`config.mk`:
```
export PLATFORM = sky130hd
export DESIGN_NAME = ght_free_stack
export DESIGN_NICKNAME = d
export VERILOG_FILES = /design/src/rtl/ght_pkg.sv /design/src/rtl/ght_free_stack.sv
export SDC_FILE = /design/constraint.sdc
export NUM_CORES = 2
export LEC_CHECK = 0
export BUFFER_PORTS_ARGS = -buffer_cell sky130_fd_sc_hd__buf_2
export CAP_MARGIN = 20
export CORE_MARGIN = 10
export CORE_UTILIZATION = 45
export DETAILED_ROUTE_END_ITERATION = 10
export PLACE_DENSITY = 0.64
export SETUP_SLACK_MARGIN = 0.2
export SYNTH_ARGS = -nofsm -noshare
export SYNTH_HDL_FRONTEND = slang
export SYNTH_SLANG_ARGS = --single-unit
```
`constraint.sdc`:
```
create_clock -name clk -period 4.9 [get_ports clk]
set_input_delay 0.49 -clock clk [delete_from_list [all_inputs] [get_ports clk]]
set_output_delay 0.49 -clock clk [all_outputs]
set_load 0.005 [all_outputs]
```
`src/rtl/ght_pkg.sv`:
```
// Shared constants and helpers for the generational handle table.
package ght_pkg;

  localparam int SLOT_COUNT_DEF = 256;
  localparam int LEASE_BITS_DEF = 16;
  localparam int SLOT_FW        = 9;
  localparam int GEN_W          = 32;
  localparam int KEY_W          = 32;
  localparam int REV_W          = 64;

  localparam logic [2:0] MODE_REGISTER  = 3'd0;
  localparam logic [2:0] MODE_BORROW    = 3'd1;
  localparam logic [2:0] MODE_RESOLVE   = 3'd2;
  localparam logic [2:0] MODE_RELEASE   = 3'd3;
  localparam logic [2:0] MODE_REL_LEASE = 3'd4;
  localparam logic [2:0] MODE_CLEAR     = 3'd5;
  localparam logic [2:0] MODE_DESTROYED = 3'd6;

  localparam logic [2:0] ERR_NONE      = 3'd0;
  localparam logic [2:0] ERR_OBJECT    = 3'd1;
  localparam logic [2:0] ERR_HANDLE    = 3'd2;
  localparam logic [2:0] ERR_GEN       = 3'd3;
  localparam logic [2:0] ERR_STALE     = 3'd4;
  localparam logic [2:0] ERR_NO_LEASE  = 3'd5;
  localparam logic [2:0] ERR_LEASE_OVF = 3'd6;
  localparam logic [2:0] ERR_FULL      = 3'd7;

  localparam int FL_OCC   = 0;
  localparam int FL_ANCH  = 1;
  localparam int FL_ALIVE = 2;

  function automatic logic [GEN_W-1:0] next_gen(input logic [GEN_W-1:0] g);
    next_gen = (g == {GEN_W{1'b1}}) ? {{(GEN_W-1){1'b0}}, 1'b1} : g + 1'b1;
  endfunction

endpackage

```
`src/rtl/ght_free_stack.sv`:
```
// Free slot stack storage: one write port, one registered read port.
module ght_free_stack
  import ght_pkg::*;
#(
  parameter int DEPTH = SLOT_COUNT_DEF,
  parameter int AW    = $clog2(DEPTH)
) (
  input  logic          clk,
  input  logic          we,
  input  logic [AW-1:0] waddr,
  input  logic [AW-1:0] wdata,
  input  logic [AW-1:0] raddr,
  output logic [AW-1:0] rdata
);

  logic [AW-1:0] stk [DEPTH];

  always_ff @(posedge clk) begin
    if (we) begin
      stk[waddr] <= wdata;
    end
    rdata <= stk[raddr];
  end

endmodule

```
=== Word-level counts from Yosys, hierarchy flattened ===
Memory sizes are Yosys's and may differ from the RTL's. A register that Yosys moved wholly into a read port is not among the register bits.
Index checks and enable logic that the tools add are counted.

* Bits of input ports: 26
* Memories: 1
* Word-level logic and storage cells: 3
* Flip-flop bits (word level): 0
* Output and inout port bits: 8
* Bits in writable memories: 2,048

{| class="wikitable"
|+ Memory list
! name !! depth !! bits a word !! read ports !! clocked after memory_dff !! write ports !! line !! RTL
|-
| stk || 256 || 8 || 1 || 1 || 1 || ght_free_stack.sv:16 || <nowiki>logic [AW-1:0] stk [DEPTH];</nowiki>
|}

* Multiplexer cells: 2

{| class="wikitable"
|+ Operators with widths
! operator !! number
|-
| 1-bit two-way mux || 2
|}

=== Longest topological paths before layout ===
* Word-level depth: 2
* Depth in mapped cells: 11
* Depth with buffers taken out: 6

=== Least setup slack after synthesis ===
No wires, ideal clock.

* Kind: input port to flip-flop
* From: input port raddr[0]
* To: register rdata[2], read port of stk
* Slack: 2.472 ns
* Required time: 4.769 ns
* Library setup time: 0.131 ns
* Buffers on the path: 4
* Data arrival time: 2.297 ns
* Stages: 9
* Path through: buf_6 > buf_12 > buf_8 > buf_2 > mux4_2 > a22oi_1 > a21oi_1 > nor4_1 > nor4_2

{| class="wikitable"
|+ RTL lines
! what !! line !! RTL
|-
| from (decl) || ght_free_stack.sv:12 || <nowiki>input logic [AW-1:0] raddr,</nowiki>
|-
| to (decl) || ght_free_stack.sv:13 || <nowiki>output logic [AW-1:0] rdata</nowiki>
|}

==> impl_metrics.env <==
export IMPL_synth_adder_area_share_pct=0
export IMPL_fmax_ghz=0.305
export IMPL_final_nets=3888
export IMPL_grt_ovfl_total=0
export IMPL_hold_viol_final=0
export IMPL_cp_arrival_ns=3.96
export IMPL_drcViolationCount=0
export IMPL_initial_utilization_pct=45.2
export IMPL_grt_busiest_layer="met2"
export IMPL_hold_path_startpoint="wdata[1]"
export IMPL_cp_required_ns=5.58
export IMPL_synth_compound_area_share_pct=3.42
export IMPL_die_width_um=440
export IMPL_slew_headroom_pct=21.3
export IMPL_synth_xor_area_share_pct=0
export IMPL_ctsResizeCount=0
export IMPL_place_congestion=0.842
export IMPL_outcome="completed"
export IMPL_fin_setup_tns_ns=0
export IMPL_hpwl_um=120000
export IMPL_instances_no_fill=6376
export IMPL_crit_path_max_fanout=69
export IMPL_vias_per_cell=6.14
export IMPL_max_cap_viol_count=0
export IMPL_routed_wl_um=198000
export IMPL_startpoint="raddr[1]"
export IMPL_start_kind="input port"
export IMPL_setup_viol=0
export IMPL_p_leak_nw=27.1
export IMPL_dr_total_vias=39170
export IMPL_die_area_um2=194000
export IMPL_grt_pass1_wl_um=286000
export IMPL_post_route_min_period_ns=3.28
export IMPL_grt_pass1_vias=39047
export IMPL_htreeDepth=4
export IMPL_skew_ns=0.0423
export IMPL_r2r_start="stk[208][3]"
export IMPL_grt_usage_pct=20.3
export IMPL_finalMaxSlewViolations=0
export IMPL_hold_path_class="in2reg"
export IMPL_ys_seq_elements=2056
export IMPL_worstMarginPinSlew_ns=1.17
export IMPL_powerDensity_nw_per_um2=402
export IMPL_end_kind="flop"
export IMPL_stdcell_area_um2=88700
export IMPL_num_rows=154
export IMPL_drive_gt1_share_pct=22.1
export IMPL_antenna_found_initial=14
export IMPL_reg2reg_to="rdata[3]"
export IMPL_dp_cells=5998
export IMPL_clk_pin_slew_ns=0.06
export IMPL_port_buffer_count=33
export IMPL_synth_nets=3759
export IMPL_grtUsageMet2_pct=31.7
export IMPL_yosys_warnings=0
export IMPL_crit_type="in2reg"
export IMPL_pre_cts_ws_ns=0.775
export IMPL_hold_end="stk[22][1]"
export IMPL_fillCellCount=13799
export IMPL_clockBufferDepth=3
export IMPL_met3_usage_pct=4.22
export IMPL_synthArstFlopShare_pct=0
export IMPL_fin_ws_ns=1.62
export IMPL_numCtsBuffers=200
export IMPL_finalCritPeriodShare_pct=67.0
export IMPL_dpl_cell_area_um2=82500
export IMPL_grt_use_met1_pct=28.7
export IMPL_clockRootBuffer="clkbuf_16"
export IMPL_insertion_delay_ns=0.85
export IMPL_io_pins=34
export IMPL_synth_mux_area_share_pct=14.6
export IMPL_areaGrowthSynthToFinish_pct=11.5
export IMPL_drt_initial_drc_count=4687
export IMPL_cts_sinks=2056
export IMPL_cts_tree="done"
export IMPL_syn_cell_area_um2=79600
export IMPL_synth_distinct_cells=55
export IMPL_antenna_left=0
export IMPL_synthFlopType="edfxtp_1"
export IMPL_dr_pass1_iters=6
export IMPL_syn_inst=3733
export IMPL_r2r_setup_slack_ns=1.72
export IMPL_rsz0062_at_grt="no"
export IMPL_grt_max_degree=153
export IMPL_yosysSeqAreaShare_pct=77.5
export IMPL_ff2ff_path_depth=7
export IMPL_final_core_util_pct=50.4
export IMPL_core_um2=176000
export IMPL_avgSynthCellArea_um2=21.3
export IMPL_hold_buffers=0
export IMPL_synth_edff_count=2048
export IMPL_synth_top_family_by_area="multiplexers"
export IMPL_holdPathStages=1
export IMPL_postCtsSetupBuffers=0
export IMPL_ir_worst_vdd_uv=329
export IMPL_dieHeight_um=440
export IMPL_synth_simple_area_share_pct=2.63
export IMPL_wl_per_cell_um=31.1
==> worst max-delay path: stages <==
cell      delay (ns)
buf_8           0.53
buf_4           0.54
mux4_2          0.37
a221oi_1        0.75
buf_4           0.28
o32ai_1         0.14
nor3_1          0.67
nor4_1          0.12
==> cells in the mapped netlist (16+ instances only) <==
master	count	area share, %
edfxtp_1	2048	77
mux4_2	454	13
nor2_1	282	1.3
mux2i_1	134	1.7
a22oi_1	133	1.3
clkbuf_1	111	0.52
a21oi_1	96	0.60
o221ai_1	46	0.51
nand3_1	34	0.21
nand2_1	33	0.16
buf_2	31	0.20
nor2b_1	31	0.24
o22ai_1	28	0.22
buf_4	27	0.25
nor4_1	24	0.19
buf_1	22	0.10
nor3_1	22	0.14
buf_6	21	0.30
a211oi_1	16	0.15
==> power by group <==
group | internal [mW] | switching (mW)
Clock | 7.96 | 6.54
Combinational | 0.591 | 1.15
Sequential | 19.4 | 0.0307
Total | 27.9 | 7.72
==> placed cells by master, fill, tap and decap left out, drive strengths merged, types with 2 or more instances in the layout <==
cell type and instances:
a31oi 2, a2111oi 5, a221oi 14, a21oi 96, a22oi 133, edfxtp 2048
o22ai 28, nor3 22, o221ai 47, nor2b 31, inv 7, diode 6
nand3b 2, o22a 5, or2 4, clkinv 102, nor4 27, o21ai 12
and2 6, and3b 2, buf 157, a311oi 2, nand2 33, mux4 456
o211ai 10, nor2 282, nand2b 8, nand3 34, bufinv 6, o32ai 5
nand4 10, a211oi 16, clkbuf 260, dfxtp 8, a22o 8, mux2i 134
==> how the worst max path moves through the flow <==
stage,endpoint
after detailed placement,rdata[3]
final,rdata[3]
after floorplan,rdata[2]
after CTS,rdata[3]
after global placement,rdata[3]
after global routing,rdata[3]
==> state kept, by name (all words and copies together) (netlist names) <==
name	cells
rdata	8
stk	2048
==> final cells by class <==
class                      count  area (um^2)  share of cell area [%]
sequential                  2056        61700                    69.5
multi-input combinational   1442        16500                    18.6
clock buffer                 257         5290                    5.97
tap                         2340         2930                    3.30
timing repair buffer         160         1420                    1.60
clock inverter               113          868                   0.979
antenna                        6         15.0                  0.0169
inverter                       2         7.51                 0.00847
==> per-stage QoR <==
step | hold slack (ns) | power, mW
2_1_floorplan | 0.589 | 20.7
3_3_place_gp | 0.918 | 21.5
3_5_place_dp | 0.944 | 21.5
4_1_cts | 0.177 | 35.9
5_1_grt | 0.173 | 36.7
6_report | 0.168 | 35.7
==> per-layer routing <==
layer | part of all wire, % | vias to the layer above
li1 | - | 15993
met4 | 3.2 | 8
met2 | 48 | 1910
met5 | 0.023 | -
met1 | 41 | 20933
met3 | 8.4 | 326
==> cell families after synthesis <==
logic type,Yosys count
flip-flops,2056
multiplexers,591
AND/OR/NAND/NOR,466
AO/OA/AOI/OAI,385
buffers and inverters,235
(Power assumes the default switching activity.)
